### config.mk
export PLATFORM = sky130hd
export DESIGN_NAME = utf8_to_utf_transcoder
export DESIGN_NICKNAME = d
export VERILOG_FILES = /design/src/hdl/utt_pkg.sv /design/src/hdl/utt_front.sv /design/src/hdl/utt_queue.sv /design/src/hdl/utt_back.sv /design/src/hdl/utf8_to_utf_transcoder.sv
export SDC_FILE = /design/constraint.sdc
export NUM_CORES = 1
export LEC_CHECK = 0
export ABC_CLOCK_PERIOD_IN_PS = 10700
export BUFFER_PORTS_ARGS = -buffer_cell sky130_fd_sc_hd__buf_2
export CORE_AREA = 4 4 137 139
export DETAILED_ROUTE_END_ITERATION = 6
export DIE_AREA = 0 0 141 143
export SLEW_MARGIN = 20
export SYNTH_ARGS = -nofsm -noshare
export SYNTH_HDL_FRONTEND = slang
export SYNTH_SLANG_ARGS = --single-unit
### constraint.sdc
create_clock -name clk -period 10.7 [get_ports clk]
set_input_delay 1.605 -clock clk [delete_from_list [all_inputs] [get_ports clk]]
set_output_delay 1.605 -clock clk [all_outputs]
set_load 0.02 [all_outputs]
### src/hdl/utt_pkg.sv
package utt_pkg;

  typedef enum logic [1:0] {
    FORM_RAW   = 2'd0,
    FORM_UTF8  = 2'd1,
    FORM_UTF16 = 2'd2,
    FORM_UTF32 = 2'd3
  } form_t;

  localparam logic [1:0] ERR_NONE      = 2'd0;
  localparam logic [1:0] ERR_RANGE     = 2'd1;
  localparam logic [1:0] ERR_SURROGATE = 2'd2;

  localparam logic [20:0] MAX_POINT  = 21'h10FFFF;
  localparam logic [20:0] SURR_LO    = 21'h00D800;
  localparam logic [20:0] SURR_HI    = 21'h00DFFF;
  localparam logic [20:0] SUPP_BASE  = 21'h010000;
  localparam logic [15:0] HI_SURR    = 16'hD800;
  localparam logic [15:0] LO_SURR    = 16'hDC00;
  localparam logic [7:0]  SPACE_BYTE = 8'h20;

  // One decoded point (or one raw byte) waiting for the encoder.
  typedef struct packed {
    form_t       form;
    logic [20:0] cp;
  } entry_t;

  typedef struct packed {
    logic full;
    logic empty;
  } q_stat_t;

endpackage

### src/hdl/utt_front.sv
module utt_front (
  input  logic           clk,
  input  logic           rst_n,
  input  utt_pkg::form_t form,
  input  logic           in_valid,
  input  logic [7:0]     in_byte,
  output logic           in_stall,
  input  utt_pkg::q_stat_t q_stat,
  output logic           push,
  output utt_pkg::entry_t push_entry
);
  import utt_pkg::*;

  logic [20:0] partial_r, partial_nxt;
  logic [1:0]  left_r, left_nxt;
  logic        accept;
  logic [20:0] gathered;

  assign in_stall = q_stat.full;
  assign accept   = in_valid && !q_stat.full;
  assign gathered = {partial_r[14:0], in_byte[5:0]};

  always_comb begin
    partial_nxt     = partial_r;
    left_nxt        = left_r;
    push            = 1'b0;
    push_entry.form = form;
    push_entry.cp   = {13'd0, in_byte};
    if (accept) begin
      if (form == FORM_RAW) begin
        // raw bytes abandon any open sequence
        partial_nxt = '0;
        left_nxt    = '0;
        push        = 1'b1;
      end else if (left_r != 2'd0) begin
        partial_nxt   = gathered;
        left_nxt      = left_r - 2'd1;
        push_entry.cp = gathered;
        push          = (left_r == 2'd1);
      end else if (in_byte == SPACE_BYTE) begin
        push = 1'b0;
      end else if (in_byte[7] == 1'b0) begin
        push = 1'b1;
      end else if (in_byte[7:5] == 3'b110) begin
        partial_nxt = {16'd0, in_byte[4:0]};
        left_nxt    = 2'd1;
      end else if (in_byte[7:4] == 4'b1110) begin
        partial_nxt = {17'd0, in_byte[3:0]};
        left_nxt    = 2'd2;
      end else if (in_byte[7:3] == 5'b11110) begin
        partial_nxt = {18'd0, in_byte[2:0]};
        left_nxt    = 2'd3;
      end else begin
        // invalid lead stands for itself
        push = 1'b1;
      end
    end
  end

  always_ff @(posedge clk) begin
    if (!rst_n) begin
      partial_r <= '0;
      left_r    <= '0;
    end else begin
      partial_r <= partial_nxt;
      left_r    <= left_nxt;
    end
  end

endmodule

### src/hdl/utt_queue.sv
module utt_queue #(
  parameter int DEPTH = 4
) (
  input  logic             clk,
  input  logic             rst_n,
  input  logic             push,
  input  utt_pkg::entry_t  push_entry,
  input  logic             pop,
  output utt_pkg::entry_t  head,
  output utt_pkg::q_stat_t q_stat
);
  import utt_pkg::*;

  localparam int PW = (DEPTH > 1) ? $clog2(DEPTH) : 1;
  localparam int CW = $clog2(DEPTH + 1);
  localparam logic [PW-1:0] LAST_PTR = PW'(DEPTH - 1);
  localparam logic [CW-1:0] FULL_CNT = CW'(DEPTH);

  entry_t        slots_r [DEPTH];
  logic [PW-1:0] wr_ptr_r, wr_ptr_nxt;
  logic [PW-1:0] rd_ptr_r, rd_ptr_nxt;
  logic [CW-1:0] count_r, count_nxt;
  logic          do_push, do_pop;

  assign q_stat.full  = (count_r == FULL_CNT);
  assign q_stat.empty = (count_r == '0);
  assign do_push      = push && !q_stat.full;
  assign do_pop       = pop && !q_stat.empty;
  assign head         = slots_r[rd_ptr_r];

  always_comb begin
    wr_ptr_nxt = wr_ptr_r;
    rd_ptr_nxt = rd_ptr_r;
    count_nxt  = count_r;
    if (do_push) wr_ptr_nxt = (wr_ptr_r == LAST_PTR) ? '0 : wr_ptr_r + PW'(1);
    if (do_pop)  rd_ptr_nxt = (rd_ptr_r == LAST_PTR) ? '0 : rd_ptr_r + PW'(1);
    if (do_push && !do_pop)      count_nxt = count_r + CW'(1);
    else if (!do_push && do_pop) count_nxt = count_r - CW'(1);
  end

  always_ff @(posedge clk) begin
    if (do_push) slots_r[wr_ptr_r] <= push_entry;
  end

  always_ff @(posedge clk) begin
    if (!rst_n) begin
      wr_ptr_r <= '0;
      rd_ptr_r <= '0;
      count_r  <= '0;
    end else begin
      wr_ptr_r <= wr_ptr_nxt;
      rd_ptr_r <= rd_ptr_nxt;
      count_r  <= count_nxt;
    end
  end

  a_count_bound: assert property (@(posedge clk) disable iff (!rst_n)
    count_r <= FULL_CNT) else $error("queue count beyond depth");
  a_no_lost_push: assert property (@(posedge clk) disable iff (!rst_n)
    push |-> !q_stat.full) else $error("push into full queue");
  a_count_step: assert property (@(posedge clk) disable iff (!rst_n)
    (do_push && !do_pop) |=> (count_r == $past(count_r) + CW'(1)))
    else $error("queue count did not advance on push");

endmodule

### src/hdl/utt_back.sv
module utt_back (
  input  logic            clk,
  input  logic            rst_n,
  input  utt_pkg::entry_t head,
  input  utt_pkg::q_stat_t q_stat,
  output logic            pop,
  output logic            out_valid,
  input  logic            out_stall,
  output logic [20:0]     out_code_unit,
  output logic            out_last_unit,
  output logic [1:0]      out_error
);
  import utt_pkg::*;

  logic [1:0]  idx_r, idx_nxt;
  logic        valid_r, valid_nxt;
  logic [20:0] unit_r, unit_nxt;
  logic        last_r, last_nxt;
  logic [1:0]  err_r, err_nxt;

  logic        advance;
  logic [20:0] cp;
  logic [19:0] v;
  logic [1:0]  n_units;
  logic [7:0]  u8 [4];
  logic [20:0] unit_sel;
  logic        last_sel;
  logic [1:0]  err_sel;

  assign cp      = head.cp;
  assign v       = 20'(cp - SUPP_BASE);
  assign advance = !q_stat.empty && (!valid_r || !out_stall);

  // encoder: unit number idx_r of the head entry
  always_comb begin
    u8[0]   = cp[7:0];
    u8[1]   = 8'd0;
    u8[2]   = 8'd0;
    u8[3]   = 8'd0;
    n_units = 2'd0;
    if (cp <= 21'h7F) begin
      n_units = 2'd0;
    end else if (cp <= 21'h7FF) begin
      n_units = 2'd1;
      u8[0]   = {3'b110, cp[10:6]};
      u8[1]   = {2'b10, cp[5:0]};
    end else if (cp <= 21'hFFFF) begin
      n_units = 2'd2;
      u8[0]   = {4'b1110, cp[15:12]};
      u8[1]   = {2'b10, cp[11:6]};
      u8[2]   = {2'b10, cp[5:0]};
    end else begin
      n_units = 2'd3;
      u8[0]   = {5'b11110, cp[20:18]};
      u8[1]   = {2'b10, cp[17:12]};
      u8[2]   = {2'b10, cp[11:6]};
      u8[3]   = {2'b10, cp[5:0]};
    end

    unit_sel = cp;
    last_sel = 1'b1;
    err_sel  = ERR_NONE;
    if (head.form == FORM_RAW) begin
      unit_sel = cp;
    end else if (cp > MAX_POINT) begin
      err_sel = ERR_RANGE;
    end else begin
      unique case (head.form)
        FORM_UTF8: begin
          unit_sel = {13'd0, u8[idx_r]};
          last_sel = (idx_r == n_units);
        end
        FORM_UTF16: begin
          if (cp <= 21'hFFFF) begin
            if (cp >= SURR_LO && cp <= SURR_HI) err_sel = ERR_SURROGATE;
          end else if (idx_r == 2'd0) begin
            unit_sel = {5'd0, HI_SURR + {6'd0, v[19:10]}};
            last_sel = 1'b0;
          end else begin
            unit_sel = {5'd0, LO_SURR + {6'd0, v[9:0]}};
          end
        end
        default: unit_sel = cp;
      endcase
    end
  end

  assign pop = advance && last_sel;

  always_comb begin
    idx_nxt   = idx_r;
    valid_nxt = valid_r && out_stall;
    unit_nxt  = unit_r;
    last_nxt  = last_r;
    err_nxt   = err_r;
    if (advance) begin
      valid_nxt = 1'b1;
      unit_nxt  = unit_sel;
      last_nxt  = last_sel;
      err_nxt   = err_sel;
      idx_nxt   = last_sel ? 2'd0 : idx_r + 2'd1;
    end
  end

  always_ff @(posedge clk) begin
    if (!rst_n) begin
      idx_r   <= '0;
      valid_r <= 1'b0;
    end else begin
      idx_r   <= idx_nxt;
      valid_r <= valid_nxt;
    end
  end

  always_ff @(posedge clk) begin
    unit_r <= unit_nxt;
    last_r <= last_nxt;
    err_r  <= err_nxt;
  end

  assign out_valid     = valid_r;
  assign out_code_unit = unit_r;
  assign out_last_unit = last_r;
  assign out_error     = err_r;

  a_err_is_last: assert property (@(posedge clk) disable iff (!rst_n)
    (valid_r && err_r != ERR_NONE) |-> last_r) else $error("error beat not last");
  a_idx_has_head: assert property (@(posedge clk) disable iff (!rst_n)
    (idx_r != 2'd0) |-> !q_stat.empty) else $error("unit index without entry");
  a_pop_resets_idx: assert property (@(posedge clk) disable iff (!rst_n)
    pop |=> (idx_r == 2'd0)) else $error("unit index kept after pop");

endmodule

### src/hdl/utf8_to_utf_transcoder.sv
// UTF-8 stream transcoder to raw byte codes, UTF-8, UTF-16 or UTF-32 units.
// Input channel: in_valid / in_stall with in_byte; a byte is taken at an edge
// with in_valid high and in_stall low. One byte per cycle is accepted while
// the internal queue has room.
// Output channel: out_valid / out_stall with out_code_unit, out_last_unit and
// out_error. A code point leaves as one to four beats, one beat per cycle while
// out_stall is low; the last beat of a character, every raw beat and every
// error beat carries out_last_unit. A point's closing byte is written into the
// queue; the encoder then loads its first beat into the output register behind
// out_valid. It emits one unit per cycle while out_stall is low, so sustained
// rate is one byte per cycle when the stream averages one unit per byte or less.
// Configuration: cfg_valid / cfg_ready with cfg_data sets the output form
// (0 raw, 1 UTF-8, 2 UTF-16, 3 UTF-32); write it only while the block is idle.
// Reset (rst_n low, synchronous) selects UTF-8, closes any open sequence and
// empties the queue and the output register.
// When the receiver stalls, the output beat holds; the queue fills, and once
// it is full in_stall rises until the encoder drains an entry.
module utf8_to_utf_transcoder #(
  parameter int QUEUE_DEPTH = 4
) (
  input  logic        clk,
  input  logic        rst_n,
  input  logic        in_valid,
  output logic        in_stall,
  input  logic [7:0]  in_byte,
  output logic        out_valid,
  input  logic        out_stall,
  output logic [20:0] out_code_unit,
  output logic        out_last_unit,
  output logic [1:0]  out_error,
  input  logic        cfg_valid,
  output logic        cfg_ready,
  input  logic [1:0]  cfg_data
);
  import utt_pkg::*;

  form_t   form_r, form_nxt;
  logic    push, pop;
  entry_t  push_entry, head;
  q_stat_t q_stat;

  assign cfg_ready = 1'b1;

  always_comb begin
    form_nxt = form_r;
    if (cfg_valid && cfg_ready) form_nxt = form_t'(cfg_data);
  end

  always_ff @(posedge clk) begin
    if (!rst_n) form_r <= FORM_UTF8;
    else        form_r <= form_nxt;
  end

  utt_front u_front (
    .clk        (clk),
    .rst_n      (rst_n),
    .form       (form_r),
    .in_valid   (in_valid),
    .in_byte    (in_byte),
    .in_stall   (in_stall),
    .q_stat     (q_stat),
    .push       (push),
    .push_entry (push_entry)
  );

  utt_queue #(.DEPTH(QUEUE_DEPTH)) u_queue (
    .clk        (clk),
    .rst_n      (rst_n),
    .push       (push),
    .push_entry (push_entry),
    .pop        (pop),
    .head       (head),
    .q_stat     (q_stat)
  );

  utt_back u_back (
    .clk           (clk),
    .rst_n         (rst_n),
    .head          (head),
    .q_stat        (q_stat),
    .pop           (pop),
    .out_valid     (out_valid),
    .out_stall     (out_stall),
    .out_code_unit (out_code_unit),
    .out_last_unit (out_last_unit),
    .out_error     (out_error)
  );

endmodule

# After elaboration in Yosys (flattened, before gate mapping)
# Memory sizes are Yosys's and may differ from the RTL's. A register that Yosys moved wholly into a read port is not among the register bits.
# Index checks and enable logic that the tools add are counted.
# W data, S select, Z words.
totals:
  out_inout_bits: 27
  reg_bits: 53
  elab_cells: 130
  mem_count: 1
  input_bits: 15
  ramBits: 92
op_classes:
  n_addsub: 9
  n_bitwise: 3
  muxes: 60
  magnitude_cmp: 7
  n_eq_ne: 12
  n_reduce_logical: 26
mem_list:
  columns: ["name", "words", "word_bits", "rd", "rd_clocked_by_memory_dff", "wr", "line_no", "text"]
  rows:
  - ["u_queue.slots_r", 4, 23, 1, 1, 1, "utt_queue.sv:19", "entry_t slots_r [DEPTH];"]
ops:
  columns: ["op", "n"]
  rows:
  - ["$mux W21", 7]
  - ["$mux W15", 7]
  - ["$le A21 B16 Y1 const B", 2]
  - ["$pmux W21 S2", 1]
  - ["$add A15 B11 Y16 const A", 2]
  - ["$mux W16", 2]
  - ["$mux W32", 1]
  - ["$mux W2", 15]
  - ["$mux W8", 3]
  - ["$ge A21 B16 Y1 const B", 1]
  - ["$gt A21 B21 Y1 const B", 1]
  - ["$le A21 B11 Y1 const B", 1]
  - ["$le A21 B7 Y1 const B", 1]
  - ["$sub A20 B17 Y20 const B", 1]
  - ["$mux W1", 19]
  - ["$bmux W8 S2", 1]
  - ["$mux W14", 1]
  - ["$logic_and A1 B1 Y1", 9]
  - ["$eq A8 B6 Y1 const B", 1]
  - ["$add A2 B1 Y2 const B", 3]
  - ["$eq A2 B2 Y1 const B", 3]
  - ["$eq A3 B3 Y1 const B", 2]
  - ["$logic_not A1 Y1", 6]
  - ["$logic_not A2 Y1", 3]
  - ["20 further kinds", 24]

# Logic depth before layout (Yosys ltp)
# Gate-level depths: netlist (run 1).
depth:
  depth_word: 14
  ltp_mapped: 20
  mapped_depth_nobuf: 17

# By module
# A second synthesis (run 1) with hierarchy kept.
hier_totals:
  hier_cells: 523
  hier_area_um2: 7045.5
by_module_without_submodules:
  columns: ["module", "area_each_um2", "n_inst", "cells_each", "seq_area_each_um2"]
  rows:
  - ["utt_queue", 3829.9, 1, 171, 2942.8]
  - ["utt_back", 2162.1, 1, 245, 780.7]
  - ["utt_front", 972.2, 1, 99, 340.3]
  - ["utf8_to_utf_transcoder", 81.3, 1, 8, 40.0]

# Worst setup path before layout (run 1)
# Ideal clock, no wire load.
synth_timing:
  path_type: "register to register"
  start: "reg with a tool-made name"
  end: "reg u_queue.count_r[2]"
  stages_incl_launch_ff: 21
  t_required_ps: 10624
  setup_time_ps: 76
  setup_slack_ps: 6450
  period_less_slack_ps: 4250
  arrival_time_ps: 4174
  n_path_buf: 3
  cell_sequence: "dfxtp_1 > buf_6 > buf_4 > mux4_2 > inv_1 > ha_1 > inv_1 > or4_4 > nor3_1 > o21a_1 > buf_2 > nor2_1 > o2111a_1 > o21a_1 > inv_1 > ha_1 > inv_1 > fa_1 > xor2_1 > or3_1 > a21boi_0"
synth_rtl:
  columns: ["element", "line_no", "text"]
  rows:
  - ["end signal, assigned", "utt_queue.sv:53", "count_r <= count_nxt;"]
  - ["end, declared", "utt_queue.sv:22", "logic [CW-1:0] count_r, count_nxt;"]

==> results.cfg, run 1 <==
[run_status]
status = completed

[logic_synthesis]
yosys_register_bits = 147
netlist_top_cells_area = edfxtp_1 (50%), dfxtp_1 (8.9%), mux4_2 (7.4%)
syn_area_mm2 = 0.00697
async_flop_share_pct = 0
ys_seq_area_share_pct = 58.9
syn-instance-count = 544
postSynthNetCount = 573
syn-mean-instance-area_um2 = 12.8
post-synth-top-area-fraction_pct = 50.0
yosysWarningCount = 0
synth_commonest_cells = edfxtp_1 (116), nand2_1 (51), nor2_1 (32)
yosys_most_used_dff = edfxtp_1
synth_largest_area_cell = edfxtp_1
synthMostInstantiatedCell = edfxtp_1
synth_enable_flop_cells = 116
yosysUniqueCellTypes = 68

[floorplanning]
fp.dieW_um = 141
die_area_mm2 = 0.0202
initial_core_utilization_pct = 39.5
ioPinCount = 42
fp-row-count = 49
core_area_mm2 = 0.0177
die-height_um = 143

[drt]
dr.first_iter.drc_count = 366
maxUsedRoutingLayer = met4
ant_nets = 0
wl_met1_um = 7110
wl_met3_um = 927
routed_via_density = 5.64
avgRoutedWirePerCell_um = 19.6
routed_wl_um = 16200
remaining_drc_errors = 0
dr_wl_met2_um = 7690
route.vias.total = 4653
detail_route.first_pass.iterations = 5

[clock_network]
worst_setup_hold_path_clk_slew_ns = 0.06
h-tree-depth = 4
clk_latency_ns = 0.42
post_cts_resized = 0
postCtsHoldBufs = 0
ctsRootBufferMaster = clkbuf_16
cts_inserted_buffers = 17
cts_num_sinks = 147
cts_tree = built
cts_setup_buffers = 0
cts_max_path_buffers = 2

[global_routing]
grt.total_usage_pct = 16.8
grt_pass1_wl_um = 25800
largest_net_degree_at_the_start_of_global_routing = 34
grt_overflow = 0
antenna_violations_before_repair = 0
vias_in_the_first_global_route = 4673

[layout]
nNetsFinal = 612
fraction_of_layout_instances_using_a_drive_strength_above_1_pct = 19.0
flow.area_growth_from_synthesis_pct = 13.9
num_antenna_cells = 0

[worst_setup_path]
cp.arrival_ns = 5.32
critical_path.max_fanout = 24
cp_data_required_time_ns = 11.05
timing.setup.critical_path_class = register to register
end_kind = register
crit_path_start_kind = register

[place]
gp_congestion = 0.947
buffer_ports.inserted = 40
dp_hpwl_um = 11000

[power_and_ir_drop]
vdd_drop_max_uv = 146
cellPowerDensity_mw_per_mm2 = 261
leakage_nw = 2.79

[sta]
tightest_slew_ns = 0.926
timing_hold_violations_final = 0
max_clock_freq_mhz = 201
finalSetupViolCount = 0
layout_worst_path_cycle_share_pct = 46.5
layout_min_cycle_time_ns = 4.97
maxSlewViolCount = 0
unrepaired_setup_endpoints_after_global_routing = false
final.hold.worst_slack_ns = 0.457
clock-skew-final_ns = 0.00768
totalNegativeSetupSlack_ns = 0
timing.slew.headroom_pct = 38.2

[worst_hold_path]
timing.hold.worst.class = register to register

[flow_run]
maxCapViolations = 0
worst max-delay path, stage by stage, from the launching register on:
cell	delay (ns)
dfxtp_1	0.30
buf_4	0.40
mux4_2	0.64
inv_1	0.13
ha_1	0.16
inv_1	0.05
or4_4	0.57
nor3_1	0.24
mux2_1	0.41
xnor2_1	0.12
o2111a_1	0.16
o21a_1	0.27
inv_1	0.11
ha_1	0.19
inv_1	0.07
fa_1	0.37
xor2_1	0.18
or3_1	0.31
a21boi_0	0.17
logic make-up (layout without fill, tap and decap cells):
family,count (synthesis),in the layout,synth area share [%]
simple gates,176,176,13.1
mux,47,47,11.0
flops,147,147,58.9
fa+ha+maj,14,14,2.62
compound gates,109,109,10.7
xor+xnor,4,4,0.503
other cells,1,1,0.0538
buf+inv,46,98,3.07
flip-flops by register name, indices dropped and copies added (netlist names), named ones only:
| name | count |
|---|---|
| u_queue.wr_ptr_r | 2 |
| u_front.left_r | 2 |
| u_back.out_last_unit | 1 |
| u_back.idx_r | 2 |
| u_queue.count_r | 3 |
| u_back.out_error | 2 |
| u_queue.slots_r | 92 |
| form_r | 2 |
| u_front.partial_r | 15 |
| u_back.out_code_unit | 21 |
| u_back.out_valid | 1 |
| u_queue.rd_ptr_r | 2 |
area by class of cell:
| class | instances | area [µm²] |
|---|---|---|
| clock buffer | 22 | 474 |
| clock inverter | 10 | 96.3 |
| fill | 1605 | 9720 |
| inverter | 18 | 67.6 |
| multi-input combinational | 351 | 2650 |
| sequential | 147 | 4100 |
| tap | 229 | 287 |
| timing repair buffer | 48 | 260 |
worst paths after layout:
kind	end	startpoint	slack, ns	cells after the start
setup reg to reg	u_queue.count_r[2]	register	5.73	18
hold / removal	u_front.partial_r[3]	u_front.partial_r[3]	0.46	2
hold reg to reg	u_front.partial_r[3]	u_front.partial_r[3]	0.46	2
setup / recovery	u_queue.count_r[2]	register	5.73	18
stage by stage:
step	power (mW)	utilization (%)	std cells	setup slack, ns	instance area [µm²]
finish	2.07	45.0	825	5.73	7940
floorplan	1.30	-	544	6.45	6970
global route	2.19	45.0	825	5.36	7940
CTS	2.09	45.0	825	5.68	7940
global placement	1.50	41.7	793	5.87	7370
detailed placement	1.51	41.7	793	5.71	7370
per-layer routing:
| layer | global-route usage [%] | vias up |
|---|---|---|
| li1 | - | 2159 |
| met1 | 21.6 | 2299 |
| met2 | 27.4 | 161 |
| met3 | 4.29 | 34 |
| met4 | 7.19 | 0 |
| met5 | 0 | - |
cell usage in the layout, fill, tap and decap left out, types with 3 or more instances in the layout:
| cell type | instances |
|---|---|
| edfxtp_1 | 116 |
| nand2_1 | 51 |
| buf_2 | 40 |
| nor2_1 | 32 |
| dfxtp_1 | 31 |
| a21oi_1 | 26 |
| and2_1 | 25 |
| mux4_2 | 23 |
| inv_1 | 17 |
| mux2i_1 | 17 |
| clkbuf_16 | 17 |
| o21ai_0 | 16 |
| nor2b_1 | 14 |
| nand3_1 | 13 |
| ha_1 | 13 |
| a21boi_0 | 9 |
| nor3_1 | 8 |
| nand4_1 | 8 |
| o211ai_1 | 8 |
| buf_4 | 8 |
| a22oi_1 | 7 |
| a31oi_1 | 5 |
| o21ai_1 | 4 |
| a21o_1 | 3 |
| or3_1 | 3 |
| mux2_1 | 3 |
| o211a_1 | 3 |
| or4_1 | 3 |
| mux2_2 | 3 |
| a22o_1 | 3 |
| o2111ai_1 | 3 |
| clkbuf_8 | 3 |
| inv_6 | 3 |
| clkinv_2 | 3 |
power breakdown:
group	leakage [nW]	internal (mW)	switching [mW]
Clock	0.284	0.341	0.230
Sequential	1.35	0.741	0.0370
Combinational	1.15	0.251	0.472
Note: power is estimated with default switching activity, not from simulation.
==> run 2, diff against run 1 <==
- ABC_CLOCK_PERIOD_IN_PS: 10700 -> 5020
- clock period: 10.7 -> 5.02 ns (I/O delays scaled with it)
==> run 2 against run 1 <==
Compared with the run above:
- clock skew up 0.0090 ns
- via count about the same
- combinational power up 120%
- global-route usage down 0.30 points
- die area unchanged
- worst hold slack better by 0.010 ns
- routed wire length down 0.47%
==> results.cfg, run 2 (synthesis gave the netlist of run 1 again) <==
[clock_network]
cts_inserted_buffers = 17
ctsRootBufferMaster = clkbuf_16
post_cts_resized = 0
cts_tree = built
postCtsHoldBufs = 0
cts_max_path_buffers = 2
cts_num_sinks = 147
h-tree-depth = 4
cts_setup_buffers = 0
worst_setup_hold_path_clk_slew_ns = 0.06
clk_latency_ns = 0.42

[drt]
dr.first_iter.drc_count = 608
avgRoutedWirePerCell_um = 19.4
remaining_drc_errors = 0
routed_wl_um = 16100
detail_route.first_pass.iterations = 6
routed_via_density = 5.62
ant_nets = 0
route.vias.total = 4655

[layout]
largest_register_by_flop_count = u_queue.slots_r
layout_commonest_cell = edfxtp_1
flow.area_growth_from_synthesis_pct = 14.0
num_antenna_cells = 0
fraction_of_layout_instances_using_a_drive_strength_above_1_pct = 19.2
nNetsFinal = 616
finish.instance_area_mm2 = 0.00794
layout_common_cells = edfxtp_1 (116), nand2_1 (51), buf_2 (40), nor2_1 (32), dfxtp_1 (31)
largest_register_ff_count = 92

[floorplanning]
initial_core_utilization_pct = 39.5
ioPinCount = 42
die-height_um = 143
fp-row-count = 49
die_area_mm2 = 0.0202
core_area_mm2 = 0.0177
fp.dieW_um = 141

[sta]
unrepaired_setup_endpoints_after_global_routing = false
tightest_slew_ns = 1.02
maxSlewViolCount = 0
timing.slew.headroom_pct = 31.7
layout_worst_path_cycle_share_pct = 93.2
finalSetupViolCount = 0
layout_min_cycle_time_ns = 4.68
clock-skew-final_ns = 0.0166
totalNegativeSetupSlack_ns = 0
setup_slack_ns = 0.339
timing_hold_violations_final = 0
max_clock_freq_mhz = 214

[place]
buffer_ports.inserted = 40
gp_congestion = 0.919
place_ws_ns = 0.381
detailed_place.area_mm2 = 0.00740
dp_hpwl_um = 11000

[power_and_ir_drop]
leakage_nw = 2.79
vdd_drop_max_uv = 351
cellPowerDensity_mw_per_mm2 = 551

[global_routing]
largest_net_degree_at_the_start_of_global_routing = 34
antenna_violations_before_repair = 0
vias_in_the_first_global_route = 4658
grt_pass1_wl_um = 25500
grt_overflow = 0
grt.total_usage_pct = 16.5

[worst_setup_path]
cp.arrival_ns = 5.03
timing.setup.critical_path_class = register to register
end_kind = register
cp_data_required_time_ns = 5.37
critical_path.max_fanout = 15
crit_path_start_kind = register
ff2ff_setup_slack_ns = 0.34

[run_status]
status = completed

[flow_run]
maxCapViolations = 0

[worst_hold_path]
timing.hold.worst.class = register to register
[run 2: worst paths after layout]
path                        startpoint              endpoint  depth (start not counted)
setup / recovery              register    u_queue.count_r[2]                         15
hold / removal    u_front.partial_r[4]  u_front.partial_r[4]                          2
setup reg to reg              register    u_queue.count_r[2]                         15
hold reg to reg   u_front.partial_r[4]  u_front.partial_r[4]                          2
[run 2: per-layer routing]
| layer | share of wire [%] | up-vias | global-route usage [%] |
|---|---|---|---|
| met5 | 0 | - | 0 |
| met4 | 3.1 | 0 | 6.63 |
| met3 | 6.0 | 39 | 4.39 |
| met2 | 48 | 182 | 27.0 |
| met1 | 43 | 2265 | 21.2 |
| li1 | - | 2169 | - |
[run 2: power by group]
| group | internal (mW) | switching, mW |
|---|---|---|
| clock network | 0.685 | 0.482 |
| logic | 0.544 | 1.02 |
| registers | 1.58 | 0.0628 |
[run 2: final cells by class]
cell class,count,area (µm²)
fill,1628,9710
clock buffer,21,440
sequential,147,4100
clock inverter,11,105
inverter,18,67.6
tap,229,287
timing repair buffer,52,290
multi-input combinational,351,2650
[run 2: worst max-delay path, stage by stage (launching register included)]
cell      delay, ns
dfxtp_1        0.41
buf_4          0.33
mux4_2         0.67
nand4_1        0.31
nor3_2         0.16
a311oi_1       0.51
and2_1         0.42
nand3_1        0.13
o21a_1         0.27
inv_1          0.09
ha_1           0.18
inv_1          0.06
fa_1           0.39
xor2_1         0.18
or3_1          0.31
a21boi_0       0.17
[run 2: metrics by stage]
| step | hold WS, ns | instances | power [mW] | utilization [%] |
|---|---|---|---|---|
| after floorplan | 0.436 | 544 | 2.77 | - |
| after global placement | 0.450 | 797 | 3.21 | 41.9 |
| after detailed placement | 0.461 | 797 | 3.23 | 41.9 |
| after CTS | 0.470 | 829 | 4.40 | 45.0 |
| after global routing | 0.491 | 829 | 4.62 | 45.0 |
| final | 0.467 | 829 | 4.38 | 45.0 |
==> run 3, diff against run 2 <==
- CORE_AREA: 4 4 137 139 -> 4 4 138 140
- DIE_AREA: 0 0 141 143 -> 0 0 142 144
- SYNTH_HIERARCHICAL: default -> 1
==> run 3 against run 2 <==
Compared with the run above:
- synthesized cell count decreased by 3.9%
- first-iteration DRC count decreased by 38%
- sequential power increased by 7%
- clock power increased by 5%
- highest routed layer unchanged
- sequential share of layout area decreased by 0.11 points
- critical path type unchanged
- setup slack got worse by 0.051 ns
- core utilization decreased by 0.37 points
- via count decreased by 1.2%
- worst hold slack improved by 0.012 ns
- non-clock buffer count unchanged
==> results.cfg, run 3 <==
[worst_hold_path]
timing.hold.worst.class = register to register

[floorplanning]
fp.dieW_um = 142
core_area_mm2 = 0.0178
ioPinCount = 42
die-height_um = 144
die_area_mm2 = 0.0204
fp-row-count = 49
initial_core_utilization_pct = 39.5

[global_routing]
antenna_violations_before_repair = 0
grt.total_usage_pct = 16.1
largest_net_degree_at_the_start_of_global_routing = 44
grt_overflow = 0
vias_in_the_first_global_route = 4686
grt_pass1_wl_um = 25200

[sta]
totalNegativeSetupSlack_ns = 0
clock-skew-final_ns = 0.0166
timing.slew.headroom_pct = 38.7
layout_min_cycle_time_ns = 4.73
layout_worst_path_cycle_share_pct = 94.3
tightest_slew_ns = 0.919
timing_hold_violations_final = 0
finalSetupViolCount = 0
max_clock_freq_mhz = 211
final.hold.worst_slack_ns = 0.479
maxSlewViolCount = 0
unrepaired_setup_endpoints_after_global_routing = false

[drt]
ant_nets = 0
detail_route.first_pass.iterations = 5
routed_wl_um = 15700
dr.first_iter.drc_count = 379
avgRoutedWirePerCell_um = 19.6
remaining_drc_errors = 0
route.vias.total = 4601
routed_via_density = 5.75

[logic_synthesis]
postSynthNetCount = 551
ys_seq_area_share_pct = 58.2
synth_enable_flop_cells = 116
yosys_register_bits = 147
synthMostInstantiatedCell = edfxtp_1
async_flop_share_pct = 0
post-synth-top-area-fraction_pct = 49.4
yosysWarningCount = 6
yosysUniqueCellTypes = 79
synth_largest_area_cell = edfxtp_1
synth_commonest_cells = edfxtp_1 (116), nand2_1 (41), dfxtp_1 (31)
syn-mean-instance-area_um2 = 13.5
syn_area_mm2 = 0.00705
yosys_most_used_dff = edfxtp_1
syn-instance-count = 523
netlist_top_cells_area = edfxtp_1 (49%), dfxtp_1 (8.8%), mux4_2 (6.7%)

[layout]
fillerInstances = 1600
layout_commonest_cell = edfxtp_1
num_antenna_cells = 0
finish.instance_area_mm2 = 0.00796
largest_register_ff_count = 92
fraction_of_layout_instances_using_a_drive_strength_above_1_pct = 23.6
layout_common_cells = edfxtp_1 (116), nand2_1 (41), buf_2 (40), dfxtp_1 (31), nor2_1 (29)
multi_input_gate_area_mm2 = 0.00264
finish.utilization_pct = 44.6
nNetsFinal = 586
largest_register_by_flop_count = u_queue/slots_r
register_area_mm2 = 0.00410
flow.area_growth_from_synthesis_pct = 13.0

[place]
buffer_ports.inserted = 40
detailed_place.area_mm2 = 0.00738
dp_hpwl_um = 10800
gp_congestion = 0.905

[power_and_ir_drop]
vdd_drop_max_uv = 351
switchingPower_mw = 1.77
leakage_nw = 2.82
sequentialPowerShare_pct = 36.5
p_comb_share_pct = 37.8
clock_power_share_pct = 25.7
sw_frac_of_total_pct = 36.9
internal_power_mw = 3.03
cellPowerDensity_mw_per_mm2 = 603

[clock_network]
clk_latency_ns = 0.43
post_cts_resized = 0
cts_num_sinks = 147
h-tree-depth = 4
postCtsHoldBufs = 0
ctsRootBufferMaster = clkbuf_16
cts_inserted_buffers = 17
cts_max_path_buffers = 2
worst_setup_hold_path_clk_slew_ns = 0.06
cts_setup_buffers = 0
cts_tree = built

[worst_setup_path]
crit_path_start_kind = register
cp_data_required_time_ns = 5.36
cp.arrival_ns = 5.07
end_kind = register
critical_path.max_fanout = 18
cp_slowest_cell = mux4_2
cp_slowest_stage_delay_ns = 0.63
crit_path_cell_trace = buf_12 > mux4_2 > or4_4 > nor4_4 > mux2_4 > nor4_2 > o221ai_1 > a21boi_1 > o31ai_1 > ha_1 > inv_1 > fa_1 > xor2_1 > or3_1 > a21boi_0
timing.setup.critical_path_class = register to register

[run_status]
status = completed

[flow_run]
maxCapViolations = 0
[run 3: cell families (layout without fill, tap and decap cells)]
logic type / count (synthesis) / after routing / share of synthesized area (%)
AOI/OAI and AO/OA: 100 / 100 / 10.4
xor gates and xnor gates: 3 / 3 / 0.373
adders and majority gates: 13 / 13 / 2.42
buffers and inverters: 48 / 96 / 4.35
DFF: 147 / 147 / 58.2
muxes: 44 / 44 / 10.8
other: 1 / 1 / 0.0532
and+or+nand+nor: 167 / 167 / 13.3
[run 3: worst max-delay path, delay by kind of cell, from the launching register on]
kind	cells	cell delay, ns
compound gates	4	0.74
xor+xnor	1	0.16
fa+ha+maj	2	0.65
buf+inv	2	0.31
flops	1	0.54
mux	2	0.91
simple gates	4	1.34
[run 3: final timing paths]
kind / from / end / slack, ns / cells past startpoint
min reg2reg: u_front/partial_r[3] / u_front/partial_r[3] / 0.48 / 2
max: register / u_queue/count_r[2] / 0.29 / 15
min: u_front/partial_r[3] / u_front/partial_r[3] / 0.48 / 2
max reg2reg: register / u_queue/count_r[2] / 0.29 / 15
[run 3: metal layers]
layer  GRT usage, %  up-vias  wire length [µm]
met2           25.9      195              7570
li1               -     2096                 -
met4           6.46        0               284
met5              0        -                 0
met1           20.3     2284              6680
met3           5.03       26              1170
[run 3: layout make-up]
cell class	instances	area share (%)
Tap cell	229	3.60
Sequential cell	147	51.6
Clock inverter	12	1.45
Multi-Input combinational cell	328	33.2
Clock buffer	20	5.86
Inverter	12	0.566
Timing Repair Buffer	52	3.80
[run 3: power groups by stage]
| stage | registers, mW | logic, mW | clock network (mW) |
|---|---|---|---|
| 3_5_place_dp | 1.78 | 1.80 | 0 |
| 4_1_cts | 1.76 | 1.81 | 1.26 |
| 3_3_place_gp | 1.77 | 1.79 | 0 |
| 6_report | 1.75 | 1.82 | 1.23 |
| 5_1_grt | 1.78 | 1.98 | 1.32 |
| 2_1_floorplan | 1.88 | 1.20 | 0 |
[run 3: through the flow]
step | total power, mW | setup WS [ns] | cells
finish | 4.80 | 0.288 | 800
global route | 5.08 | 0.0421 | 800
CTS | 4.83 | 0.281 | 800
detailed placement | 3.58 | 0.273 | 768
global placement | 3.56 | 0.464 | 768
floorplan | 3.08 | 0.756 | 523
